## config.mk

```make
export PLATFORM = sky130hd
export DESIGN_NAME = length_prefixed_to_annexb_flat
export DESIGN_NICKNAME = d
export VERILOG_FILES = /design/src/rtl/lpa_pkg.sv /design/src/rtl/lpa_in_if.sv /design/src/rtl/lpa_out_if.sv /design/src/rtl/lpa_front.sv /design/src/rtl/lpa_cmdq.sv /design/src/rtl/lpa_back.sv /design/src/rtl/length_prefixed_to_annexb.sv /design/src/flat_wrapper.sv
export SDC_FILE = /design/constraint.sdc
export NUM_CORES = 1
export LEC_CHECK = 0
export ABC_CLOCK_PERIOD_IN_PS = 4500
export BUFFER_PORTS_ARGS = -buffer_cell sky130_fd_sc_hd__buf_4
export CELL_PAD_IN_SITES_DETAIL_PLACEMENT = 1
export CELL_PAD_IN_SITES_GLOBAL_PLACEMENT = 1
export CORE_MARGIN = 8
export CORE_UTILIZATION = 45
export CTS_CLUSTER_DIAMETER = 30
export DETAILED_ROUTE_END_ITERATION = 10
export GPL_ROUTABILITY_DRIVEN = 1
export PLACE_DENSITY_LB_ADDON = 0.1
export RECOVER_POWER = 100
export SETUP_SLACK_MARGIN = 0.2
export SYNTH_ARGS = -nofsm -noshare
export SYNTH_HDL_FRONTEND = slang
export SYNTH_HIERARCHICAL = 1
export SYNTH_SLANG_ARGS = --single-unit
```

## constraint.sdc

```tcl
create_clock -name clk -period 4.5 [get_ports clk]
set_input_delay 0.9 -clock clk [delete_from_list [all_inputs] [get_ports clk]]
set_output_delay 0.9 -clock clk [all_outputs]
set_load 0.02 [all_outputs]
```

## src/rtl/lpa_pkg.sv

```systemverilog
// ----------------------------------------------------------------------------
// lpa_pkg
// Shared types, constants and helpers of the length-prefixed to Annex B
// converter.
// ----------------------------------------------------------------------------
package lpa_pkg;

  localparam int CMDQ_DEPTH = 4;
  localparam int CMDQ_PTR_W = $clog2(CMDQ_DEPTH);
  localparam int CMDQ_CNT_W = $clog2(CMDQ_DEPTH + 1);

  localparam int CFG_IDX_W  = 1;
  localparam int CFG_DATA_W = 3;

  localparam logic [CFG_IDX_W-1:0] REG_PREFIX_BYTES = 1'd0;
  localparam logic [CFG_IDX_W-1:0] REG_HEVC_MODE    = 1'd1;

  localparam logic [2:0] PREFIX_BYTES_RST = 3'd4;
  localparam logic [2:0] PREFIX_BYTES_MIN = 3'd1;
  localparam logic [2:0] PREFIX_BYTES_MAX = 3'd4;

  localparam logic [7:0] FORBIDDEN_MASK = 8'h80;
  localparam logic [4:0] AVC_TYPE_MAX   = 5'd23;
  localparam logic [7:0] SC_ZERO        = 8'h00;
  localparam logic [7:0] SC_ONE         = 8'h01;

  typedef enum logic [2:0] {
    PH_PREFIX,
    PH_FIRST,
    PH_SECOND,
    PH_BODY,
    PH_DISCARD
  } phase_t;

  typedef enum logic [1:0] {
    CMD_BYTE,
    CMD_START1,
    CMD_START2,
    CMD_ERROR
  } cmd_kind_t;

  typedef struct packed {
    cmd_kind_t  kind;
    logic [7:0] b0;
    logic [7:0] b1;
    logic       last;
  } cmd_t;

  // index of the final output byte of a command
  function automatic logic [2:0] cmd_end(input cmd_kind_t kind);
    logic [2:0] r;
    unique case (kind)
      CMD_BYTE:   r = 3'd0;
      CMD_START1: r = 3'd4;
      CMD_START2: r = 3'd5;
      CMD_ERROR:  r = 3'd0;
      default:    r = 3'd0;
    endcase
    return r;
  endfunction

  // output byte at a given step of a command
  function automatic logic [7:0] cmd_byte(input cmd_t cmd, input logic [2:0] step);
    logic [7:0] r;
    r = SC_ZERO;
    unique case (cmd.kind)
      CMD_BYTE:   r = cmd.b1;
      CMD_ERROR:  r = SC_ZERO;
      CMD_START1: begin
        if (step == 3'd3) r = SC_ONE;
        else if (step == 3'd4) r = cmd.b1;
      end
      CMD_START2: begin
        if (step == 3'd3) r = SC_ONE;
        else if (step == 3'd4) r = cmd.b0;
        else if (step == 3'd5) r = cmd.b1;
      end
      default: r = SC_ZERO;
    endcase
    return r;
  endfunction

endpackage

```

## src/rtl/lpa_in_if.sv

```systemverilog
// ----------------------------------------------------------------------------
// lpa_in_if
// Input byte channel: valid/ready handshake with byte and last marker.
// ----------------------------------------------------------------------------
interface lpa_in_if;
  logic       valid;
  logic       ready;
  logic [7:0] in_byte;
  logic       in_last;

  modport source (output valid, output in_byte, output in_last, input ready);
  modport sink   (input valid, input in_byte, input in_last, output ready);
endinterface

```

## src/rtl/lpa_out_if.sv

```systemverilog
// ----------------------------------------------------------------------------
// lpa_out_if
// Output byte channel: valid/ready handshake with byte, last and failed.
// ----------------------------------------------------------------------------
interface lpa_out_if;
  logic       valid;
  logic       ready;
  logic [7:0] out_byte;
  logic       out_last;
  logic       failed;

  modport source (output valid, output out_byte, output out_last, output failed,
                  input ready);
  modport sink   (input valid, input out_byte, input out_last, input failed,
                  output ready);
endinterface

```

## src/rtl/lpa_front.sv

```systemverilog
// ----------------------------------------------------------------------------
// lpa_front
// Parses length prefixes, checks NAL headers and queues output commands.
// ----------------------------------------------------------------------------
module lpa_front
  import lpa_pkg::*;
(
  input  logic                  clk,
  input  logic                  rst_n,
  input  logic                  cfg_we,
  input  logic [CFG_IDX_W-1:0]  cfg_idx,
  input  logic [CFG_DATA_W-1:0] cfg_data,
  lpa_in_if.sink                in_ch,
  input  logic                  q_full,
  output logic                  q_push,
  output cmd_t                  q_cmd
);

  logic [2:0]  prefix_bytes_r;
  logic        hevc_mode_r;
  phase_t      phase_r, phase_nxt;
  logic [1:0]  pcount_r, pcount_nxt;
  logic [31:0] bleft_r, bleft_nxt;
  logic [7:0]  held_r, held_nxt;

  logic        acc;
  logic [7:0]  b;
  logic        last;
  logic [31:0] dec;
  logic [31:0] shifted;
  logic [2:0]  cnt;
  logic        fail_c;
  logic        emit_c;
  cmd_kind_t   kind_c;

  assign in_ch.ready = !q_full;
  assign acc  = in_ch.valid && in_ch.ready;
  assign b    = in_ch.in_byte;
  assign last = in_ch.in_last;
  assign dec  = bleft_r - 32'd1;
  assign shifted = ((pcount_r == 2'd0) ? 32'd0 : {bleft_r[23:0], 8'h00}) | {24'd0, b};
  assign cnt  = {1'b0, pcount_r} + 3'd1;

  // classification of the current item
  always_comb begin
    fail_c = 1'b0;
    emit_c = 1'b0;
    kind_c = CMD_BYTE;
    unique case (phase_r)
      PH_PREFIX: begin
        if (prefix_bytes_r < PREFIX_BYTES_MIN || prefix_bytes_r > PREFIX_BYTES_MAX)
          fail_c = 1'b1;
        else if (cnt >= prefix_bytes_r)
          fail_c = (shifted == 32'd0) || last;
        else
          fail_c = last;
      end
      PH_FIRST: begin
        if (hevc_mode_r) begin
          fail_c = ((b & FORBIDDEN_MASK) != 8'd0) || (dec == 32'd0) || last;
        end else begin
          fail_c = ((b & FORBIDDEN_MASK) != 8'd0) || (b[4:0] == 5'd0) ||
                   (b[4:0] > AVC_TYPE_MAX) || (last && dec != 32'd0);
          emit_c = !fail_c;
          kind_c = CMD_START1;
        end
      end
      PH_SECOND: begin
        fail_c = (b[2:0] == 3'd0) || (last && dec != 32'd0);
        emit_c = !fail_c;
        kind_c = CMD_START2;
      end
      PH_BODY: begin
        fail_c = last && dec != 32'd0;
        emit_c = !fail_c;
        kind_c = CMD_BYTE;
      end
      PH_DISCARD: begin
        fail_c = last;
      end
      default: fail_c = 1'b0;
    endcase
  end

  // next state
  always_comb begin
    phase_nxt  = phase_r;
    pcount_nxt = pcount_r;
    bleft_nxt  = bleft_r;
    held_nxt   = held_r;
    if (acc) begin
      if (fail_c) begin
        pcount_nxt = 2'd0;
        bleft_nxt  = 32'd0;
        phase_nxt  = last ? PH_PREFIX : PH_DISCARD;
      end else begin
        unique case (phase_r)
          PH_PREFIX: begin
            bleft_nxt = shifted;
            if (cnt >= prefix_bytes_r) begin
              pcount_nxt = 2'd0;
              phase_nxt  = PH_FIRST;
            end else begin
              pcount_nxt = cnt[1:0];
            end
          end
          PH_FIRST: begin
            bleft_nxt = dec;
            if (hevc_mode_r) begin
              held_nxt  = b;
              phase_nxt = PH_SECOND;
            end else begin
              phase_nxt = (dec != 32'd0) ? PH_BODY : PH_PREFIX;
            end
          end
          PH_SECOND, PH_BODY: begin
            bleft_nxt = dec;
            phase_nxt = (dec != 32'd0) ? PH_BODY : PH_PREFIX;
          end
          PH_DISCARD: phase_nxt = PH_DISCARD;
          default:    phase_nxt = PH_PREFIX;
        endcase
      end
    end
  end

  // command output
  always_comb begin
    q_push      = acc && ((fail_c && last) || emit_c);
    q_cmd.kind  = fail_c ? CMD_ERROR : kind_c;
    q_cmd.b0    = held_r;
    q_cmd.b1    = b;
    q_cmd.last  = last;
  end

  always_ff @(posedge clk) begin
    if (!rst_n) begin
      prefix_bytes_r <= PREFIX_BYTES_RST;
      hevc_mode_r    <= 1'b0;
      phase_r        <= PH_PREFIX;
      pcount_r       <= 2'd0;
      bleft_r        <= 32'd0;
      held_r         <= 8'd0;
    end else begin
      if (cfg_we) begin
        unique case (cfg_idx)
          REG_PREFIX_BYTES: prefix_bytes_r <= cfg_data;
          REG_HEVC_MODE:    hevc_mode_r    <= cfg_data[0];
          default:          ;
        endcase
      end
      phase_r  <= phase_nxt;
      pcount_r <= pcount_nxt;
      bleft_r  <= bleft_nxt;
      held_r   <= held_nxt;
    end
  end

endmodule

```

## src/rtl/lpa_cmdq.sv

```systemverilog
// ----------------------------------------------------------------------------
// lpa_cmdq
// Small command queue between the parser and the output expander.
// ----------------------------------------------------------------------------
module lpa_cmdq
  import lpa_pkg::*;
(
  input  logic clk,
  input  logic rst_n,
  input  logic push,
  input  cmd_t push_cmd,
  input  logic pop,
  output logic full,
  output logic empty,
  output cmd_t head
);

  cmd_t                  mem_r [CMDQ_DEPTH];
  logic [CMDQ_PTR_W-1:0] wptr_r, rptr_r;
  logic [CMDQ_CNT_W-1:0] cnt_r;
  logic                  do_push, do_pop;

  assign full    = (cnt_r == CMDQ_CNT_W'(CMDQ_DEPTH));
  assign empty   = (cnt_r == '0);
  assign do_push = push && !full;
  assign do_pop  = pop && !empty;
  assign head    = mem_r[rptr_r];

  always_ff @(posedge clk) begin
    if (do_push) mem_r[wptr_r] <= push_cmd;
  end

  always_ff @(posedge clk) begin
    if (!rst_n) begin
      wptr_r <= '0;
      rptr_r <= '0;
      cnt_r  <= '0;
    end else begin
      if (do_push) wptr_r <= wptr_r + CMDQ_PTR_W'(1);
      if (do_pop)  rptr_r <= rptr_r + CMDQ_PTR_W'(1);
      if (do_push && !do_pop)      cnt_r <= cnt_r + CMDQ_CNT_W'(1);
      else if (do_pop && !do_push) cnt_r <= cnt_r - CMDQ_CNT_W'(1);
    end
  end

endmodule

```

## src/rtl/lpa_back.sv

```systemverilog
// ----------------------------------------------------------------------------
// lpa_back
// Expands queued commands into output bytes, one per cycle unless out_ch stalls, with start codes.
// ----------------------------------------------------------------------------
module lpa_back
  import lpa_pkg::*;
(
  input  logic     clk,
  input  logic     rst_n,
  input  logic     q_empty,
  input  cmd_t     q_head,
  output logic     q_pop,
  lpa_out_if.source out_ch
);

  logic [2:0] step_r, step_nxt;
  logic       ovalid_r, ovalid_nxt;
  logic [7:0] obyte_r;
  logic       olast_r;
  logic       ofail_r;
  logic       fire;
  logic       at_end;

  assign fire   = !q_empty && (!ovalid_r || out_ch.ready);
  assign at_end = (step_r == cmd_end(q_head.kind));
  assign q_pop  = fire && at_end;

  always_comb begin
    step_nxt   = step_r;
    ovalid_nxt = ovalid_r;
    if (fire) begin
      ovalid_nxt = 1'b1;
      step_nxt   = at_end ? 3'd0 : step_r + 3'd1;
    end else if (out_ch.ready) begin
      ovalid_nxt = 1'b0;
    end
  end

  always_ff @(posedge clk) begin
    if (fire) begin
      obyte_r <= cmd_byte(q_head, step_r);
      olast_r <= at_end && q_head.last;
      ofail_r <= (q_head.kind == CMD_ERROR);
    end
  end

  always_ff @(posedge clk) begin
    if (!rst_n) begin
      step_r   <= 3'd0;
      ovalid_r <= 1'b0;
    end else begin
      step_r   <= step_nxt;
      ovalid_r <= ovalid_nxt;
    end
  end

  assign out_ch.valid    = ovalid_r;
  assign out_ch.out_byte = obyte_r;
  assign out_ch.out_last = olast_r;
  assign out_ch.failed   = ofail_r;

endmodule

```

## src/rtl/length_prefixed_to_annexb.sv

```systemverilog
// ----------------------------------------------------------------------------
// length_prefixed_to_annexb
// Converts length-prefixed NAL units of an access unit to an Annex B stream.
// ----------------------------------------------------------------------------
// Bytes of one access unit enter on in_ch with the final byte marked by
// in_last; each NAL behind a 1 to 4 byte big-endian length prefix leaves on
// out_ch behind a 00 00 00 01 start code, after an AVC or HEVC header check
// chosen by hevc_mode. Any fault (zero length, truncation, bad header,
// prefix_bytes outside 1..4) voids the unit: bytes are swallowed up to in_last
// and a single result with failed and out_last set is sent. Payload bytes pass
// at one per cycle unless stalled; prefix bytes give no output. The header
// byte of an AVC NAL expands to 5 output bytes and the two header bytes of an
// HEVC NAL to 6, all sent at one byte per cycle by the output stage while
// out_ch is ready, so each NAL adds 4 start code bytes; a 4-entry command
// queue between the parser and the output stage absorbs these bursts; input is
// held off only while that queue is full. Configuration is written through
// cfg_we/cfg_idx/cfg_data: index 0 is prefix_bytes, index 1 is hevc_mode.
module length_prefixed_to_annexb
  import lpa_pkg::*;
(
  input  logic                  clk,
  input  logic                  rst_n,
  input  logic                  cfg_we,
  input  logic [CFG_IDX_W-1:0]  cfg_idx,
  input  logic [CFG_DATA_W-1:0] cfg_data,
  lpa_in_if.sink                in_ch,
  lpa_out_if.source             out_ch
);

  logic q_full, q_empty, q_push, q_pop;
  cmd_t q_cmd, q_head;

  lpa_front u_front (
    .clk      (clk),
    .rst_n    (rst_n),
    .cfg_we   (cfg_we),
    .cfg_idx  (cfg_idx),
    .cfg_data (cfg_data),
    .in_ch    (in_ch),
    .q_full   (q_full),
    .q_push   (q_push),
    .q_cmd    (q_cmd)
  );

  lpa_cmdq u_cmdq (
    .clk      (clk),
    .rst_n    (rst_n),
    .push     (q_push),
    .push_cmd (q_cmd),
    .pop      (q_pop),
    .full     (q_full),
    .empty    (q_empty),
    .head     (q_head)
  );

  lpa_back u_back (
    .clk     (clk),
    .rst_n   (rst_n),
    .q_empty (q_empty),
    .q_head  (q_head),
    .q_pop   (q_pop),
    .out_ch  (out_ch)
  );

endmodule

```

## src/flat_wrapper.sv

```systemverilog
// flat-port wrapper written by rule: the top's interface ports become plain ports
module length_prefixed_to_annexb_flat import lpa_pkg::*;
  (clk, rst_n, cfg_we, cfg_idx, cfg_data, in_ch_valid, in_ch_in_byte, in_ch_in_last, in_ch_ready, out_ch_valid, out_ch_out_byte, out_ch_out_last, out_ch_failed, out_ch_ready);
  lpa_in_if in_ch_i ();
  lpa_out_if out_ch_i ();
  input  logic clk;
  input  logic rst_n;
  input  logic cfg_we;
  input  logic [CFG_IDX_W-1:0] cfg_idx;
  input  logic [CFG_DATA_W-1:0] cfg_data;
  input wire logic [$bits(in_ch_i.valid)-1:0] in_ch_valid;
  input wire logic [$bits(in_ch_i.in_byte)-1:0] in_ch_in_byte;
  input wire logic [$bits(in_ch_i.in_last)-1:0] in_ch_in_last;
  output wire logic [$bits(in_ch_i.ready)-1:0] in_ch_ready;
  output wire logic [$bits(out_ch_i.valid)-1:0] out_ch_valid;
  output wire logic [$bits(out_ch_i.out_byte)-1:0] out_ch_out_byte;
  output wire logic [$bits(out_ch_i.out_last)-1:0] out_ch_out_last;
  output wire logic [$bits(out_ch_i.failed)-1:0] out_ch_failed;
  input wire logic [$bits(out_ch_i.ready)-1:0] out_ch_ready;
  assign in_ch_i.valid = in_ch_valid;
  assign in_ch_i.in_byte = in_ch_in_byte;
  assign in_ch_i.in_last = in_ch_in_last;
  assign in_ch_ready = in_ch_i.ready;
  assign out_ch_valid = out_ch_i.valid;
  assign out_ch_out_byte = out_ch_i.out_byte;
  assign out_ch_out_last = out_ch_i.out_last;
  assign out_ch_failed = out_ch_i.failed;
  assign out_ch_i.ready = out_ch_ready;
  length_prefixed_to_annexb u_core (.clk(clk), .rst_n(rst_n), .cfg_we(cfg_we), .cfg_idx(cfg_idx), .cfg_data(cfg_data), .in_ch(in_ch_i), .out_ch(out_ch_i));
endmodule
```

==> implementation parameters <==
Parameter                              Value

Global routing
  Global-route wire length before repair ... 35.2 mm
  Number of antenna violations at the first check in global routing ... 0
  Via count of the first global-routing pass ... 6501
  Pin count of the biggest net entering global routing ... 41
  Remaining global-route overflow ... 0
  GRT Util Overall ... 20.1%

Status
  Status ... finished, violations left
  Violations in the final reports ... capacitance limit, slew limit

STA
  Sum of negative setup slack ... 0 ps
  Upper clock frequency limit ... 0.238 GHz
  Setup repair after global routing missed its margin ... no
  Shortest clock period the worst path allows after layout ... 4200 ps
  Final number of hold-violating endpoints ... 0
  Fin crit share ... 93.4%
  Worst setup skew after layout ... 8.63 ps
  Number of endpoints failing setup at the final stage ... 0
  Worst slew slack as a fraction of its limit ... -7.56%
  Number of slew-limit violations in the final report ... 38
  Worst slew pin tran ... 1610 ps

Floorplanning
  Die Span X ... 149 um
  Vertical die dimension ... 149 um
  Effective utilization at floorplan ... 46.1%
  Total I/O pin count ... 30
  Core Box Area ... 17300 um^2
  Row count ... 48
  Die area ... 22200 um^2

Clock network
  CTS H-tree depth ... 4
  Clock tree from TritonCTS ... done
  Source-to-sink clock delay at the later pin of the worst-skew pair ... 420 ps
  Root buffer selected by CTS ... clkbuf_16
  Largest buffer count on any clock path ... 2
  Clk sinks ... 148
  TritonCTS Buffers ... 17
  Cts hold-fix bufs ... 0
  Clock-pin slew reported for the worst setup and hold paths after clock tree synthesis ... 70 ps

Worst setup path
  Required time of the critical path ... 4840 ps
  Biggest fanout along the worst timing path ... 7
  Crit start category ... flip-flop
  Setup crit end kind ... flip-flop
  Startpoint-to-endpoint class of the critical path ... reg -> reg
  Arrival @ worst endpoint ... 4550 ps
  CP peak stage delay ... 510 ps
  Cells along the critical path ... nor4_4 > nand3_1 > or3_1 > nand3b_4 > nand3_1 > or4b_4 > a221oi_2 > a21oi_1 > nor2_1 > nor2b_4 > ha_1 > inv_1 > fa_2 > xor2_1 > or3_1 > a21boi_1
  Cell with the biggest individual delay on the critical path ... or4b_4

Logic synthesis
  Most area-hungry cell type in the Yosys netlist ... edfxtp_1
  Ranking of synthesized cells by instance count ... edfxtp_1 (86), dfxtp_1 (62), nand2_1 (50)
  Adder and majority gate portion of the synthesized area ... 3.39%
  Ys Warns ... 6
  Synth Area in Compound Gates ... 15.5%
  Post-Synthesis Cell Area ... 7980 um^2
  Largest cells by area after synthesis ... edfxtp_1 (32%), dfxtp_1 (16%), mux4_2 (5.1%), ha_1 (3.1%), nand2_1 (2.4%)
  Mapped Nets ... 775
  Syn Inst Count ... 736
  Combinational family with the most area after synthesis ... simple AND/OR/NAND/NOR gates
  Top flip-flop cell by instance count after synthesis ... edfxtp_1
  Sequential share of the synthesized area ... 47.9%
  Fraction of synthesis flops using an asynchronous set or reset pin ... 0%
  Synth Area in XOR/XNOR ... 1.65%
  Area fraction of the dominant cell type after synthesis ... 32.4%
  Count of flip-flops with a built-in enable after synthesis ... 86
  Most frequently used cell type in the post-synthesis netlist ... edfxtp_1
  Post-synthesis mux area share ... 6.92%
  Distinct cell type count of the synthesized netlist ... 82
  Synthesized area divided by synthesized cell count ... 10.8 um^2
  Synth Register Bits ... 148
  Simple-gate share of the synthesized area ... 18.7%

Cells and area
  Layout overhead on the synthesized area ... 13.5%
  Number of fillers in the final layout ... 1834
  Net count of the finished layout ... 801
  Share of layout cells above drive strength 1 ... 18.1%
  N_diodes ... 0
  Finished Layout Cells ... 1000

Route
  Vias after detailed routing ... 6106
  Total Wirelength ... 21.6 mm
  Routed wire per std cell ... 21.6 um
  Initial DRC Count ... 311
  Vias/cell ... 6.11
  Final routed DRC violation total ... 0
  ANT nets after route ... 0
  Detailed-router iteration count before antenna repair ... 5

Power and ir drop
  Clock group share of total power ... 35.3%
  Worst IR Drop VDD ... 0.292 mV
  Leakage ... 3.35 nW
  Cell Int Power ... 2.62 mW
  Combinational fraction of design power ... 23.4%
  Power spent charging and discharging nets ... 1.27 mW
  PwrDens ... 429 nW/um^2
  Switching Share ... 32.7%
  Seq pwr share ... 41.2%

Placed design
  Final weighted congestion in routability-driven placement ... 0.903
  Input/output buffers ... 29
  Post-detailed-placement half-perimeter wirelength ... 15.1 mm
  Inst Count DP ... 965

Run
  Max-cap violations ... 1

Min path
  Path category of the worst min-delay check ... reg -> reg
cells in the final DEF, fill, tap and decap left out, types with 5 or more instances in the layout:
master	instances
a31oi_1	19
a22o_1	8
a221o_1	5
o21a_1	5
mux4_2	18
ha_1	19
inv_1	22
nor2_1	33
nand3_1	34
buf_4	46
inv_6	6
nor3_1	30
nor2b_1	15
o211ai_1	13
mux2i_1	12
a21oi_1	23
o21ai_0	9
nor4_1	9
nand4_1	10
nand2_1	50
clkbuf_16	17
and2_0	6
edfxtp_1	86
or3_1	11
o311ai_0	6
a21o_1	24
clkbuf_1	24
nor3b_1	8
xnor2_1	12
a211oi_1	21
or4_1	6
dfxtp_1	61
flip-flops by register name (all words and copies together), names as in the netlist, 3 cells and up, named ones only:
signal / flops
u_core/u_cmdq/mem_r: 76
u_core/u_front/bleft_r: 32
u_core/u_back/out_ch.out_byte: 8
u_core/u_front/held_r: 8
u_core/u_back/step_r: 3
u_core/u_cmdq/cnt_r: 3
u_core/u_front/phase_r: 3
u_core/u_front/prefix_bytes_r: 3
kinds of logic (layout without fill, tap and decap cells):
| group | after synthesis | count (layout) |
|---|---|---|
| XOR/XNOR | 15 | 15 |
| buffers and inverters | 92 | 131 |
| AO/OA/AOI/OAI | 166 | 166 |
| AND/OR/NAND/NOR | 263 | 263 |
| multiplexers | 31 | 31 |
| adder cells (fa/ha/maj) | 21 | 21 |
| flip-flops | 148 | 148 |
through the flow:
step                utilization [%]  hold slack (ps)  power (mW)  worst slack (ps)  instance area (um^2)
floorplan                         -              437        2.27               132                  8030
global placement               49.2              449        2.55               207                  8510
detailed placement             49.2              487        2.58               104                  8510
CTS                            52.8              497        3.98               223                  9140
global route                   52.3              518        4.08               105                  9050
finish                         52.3              498        3.89               296                  9050
critical path: cells and delay by family, from the launching register on:
kind	cells	cell delay, ps
adder cells (fa/ha/maj)	2	510
buffers and inverters	1	60
AND/OR/NAND/NOR	9	2480
flip-flops	1	430
XOR/XNOR	1	150
AO/OA/AOI/OAI	3	480
what timing repair did:
item,4_1_cts,5_1_grt
hold endpoints to repair,0,0
gates resized for setup,8,18
endpoints found under the setup margin,1,2
pin swaps,1,9
setup buffers,0,3
power groups by stage:
stage / Combinational [mW] / Sequential, mW / Clock, mW
after floorplan: 0.597 / 1.67 / 0
after global placement: 0.923 / 1.63 / 0
after detailed placement: 0.945 / 1.64 / 0
after CTS: 0.964 / 1.61 / 1.41
after global routing: 1.00 / 1.62 / 1.46
final: 0.911 / 1.60 / 1.37
worst paths after layout:
| kind | slack, ps | depth (start not counted) | from | end |
|---|---|---|---|---|
| setup / recovery | 300 | 16 | u_core/u_front/bleft_r[6] | u_core/u_cmdq/cnt_r[2] |
| hold reg to reg | 500 | 2 | u_core/u_front/held_r[7] | u_core/u_front/held_r[7] |
| setup reg to reg | 300 | 16 | u_core/u_front/bleft_r[6] | u_core/u_cmdq/cnt_r[2] |
| hold / removal | 500 | 2 | u_core/u_front/held_r[7] | u_core/u_front/held_r[7] |
layer usage:
layer / vias up / GRT usage [%] / wire length, um
li1: 2866 / - / -
met1: 3126 / 23.0 / 9140
met2: 95 / 37.1 / 11600
met3: 19 / 3.49 / 532
met4: 0 / 6.76 / 296
met5: - / 0 / 0
area by class of cell:
class	count	area, um^2	share of cell area, %
clock inverter	15	159	1.76
sequential	148	3820	42.3
timing repair buffer	75	483	5.34
inverter	24	90.1	0.995
tap	225	282	3.11
multi-input combinational	496	3790	41.9
clock buffer	17	425	4.70
Power figures use the tool's default switching activity.
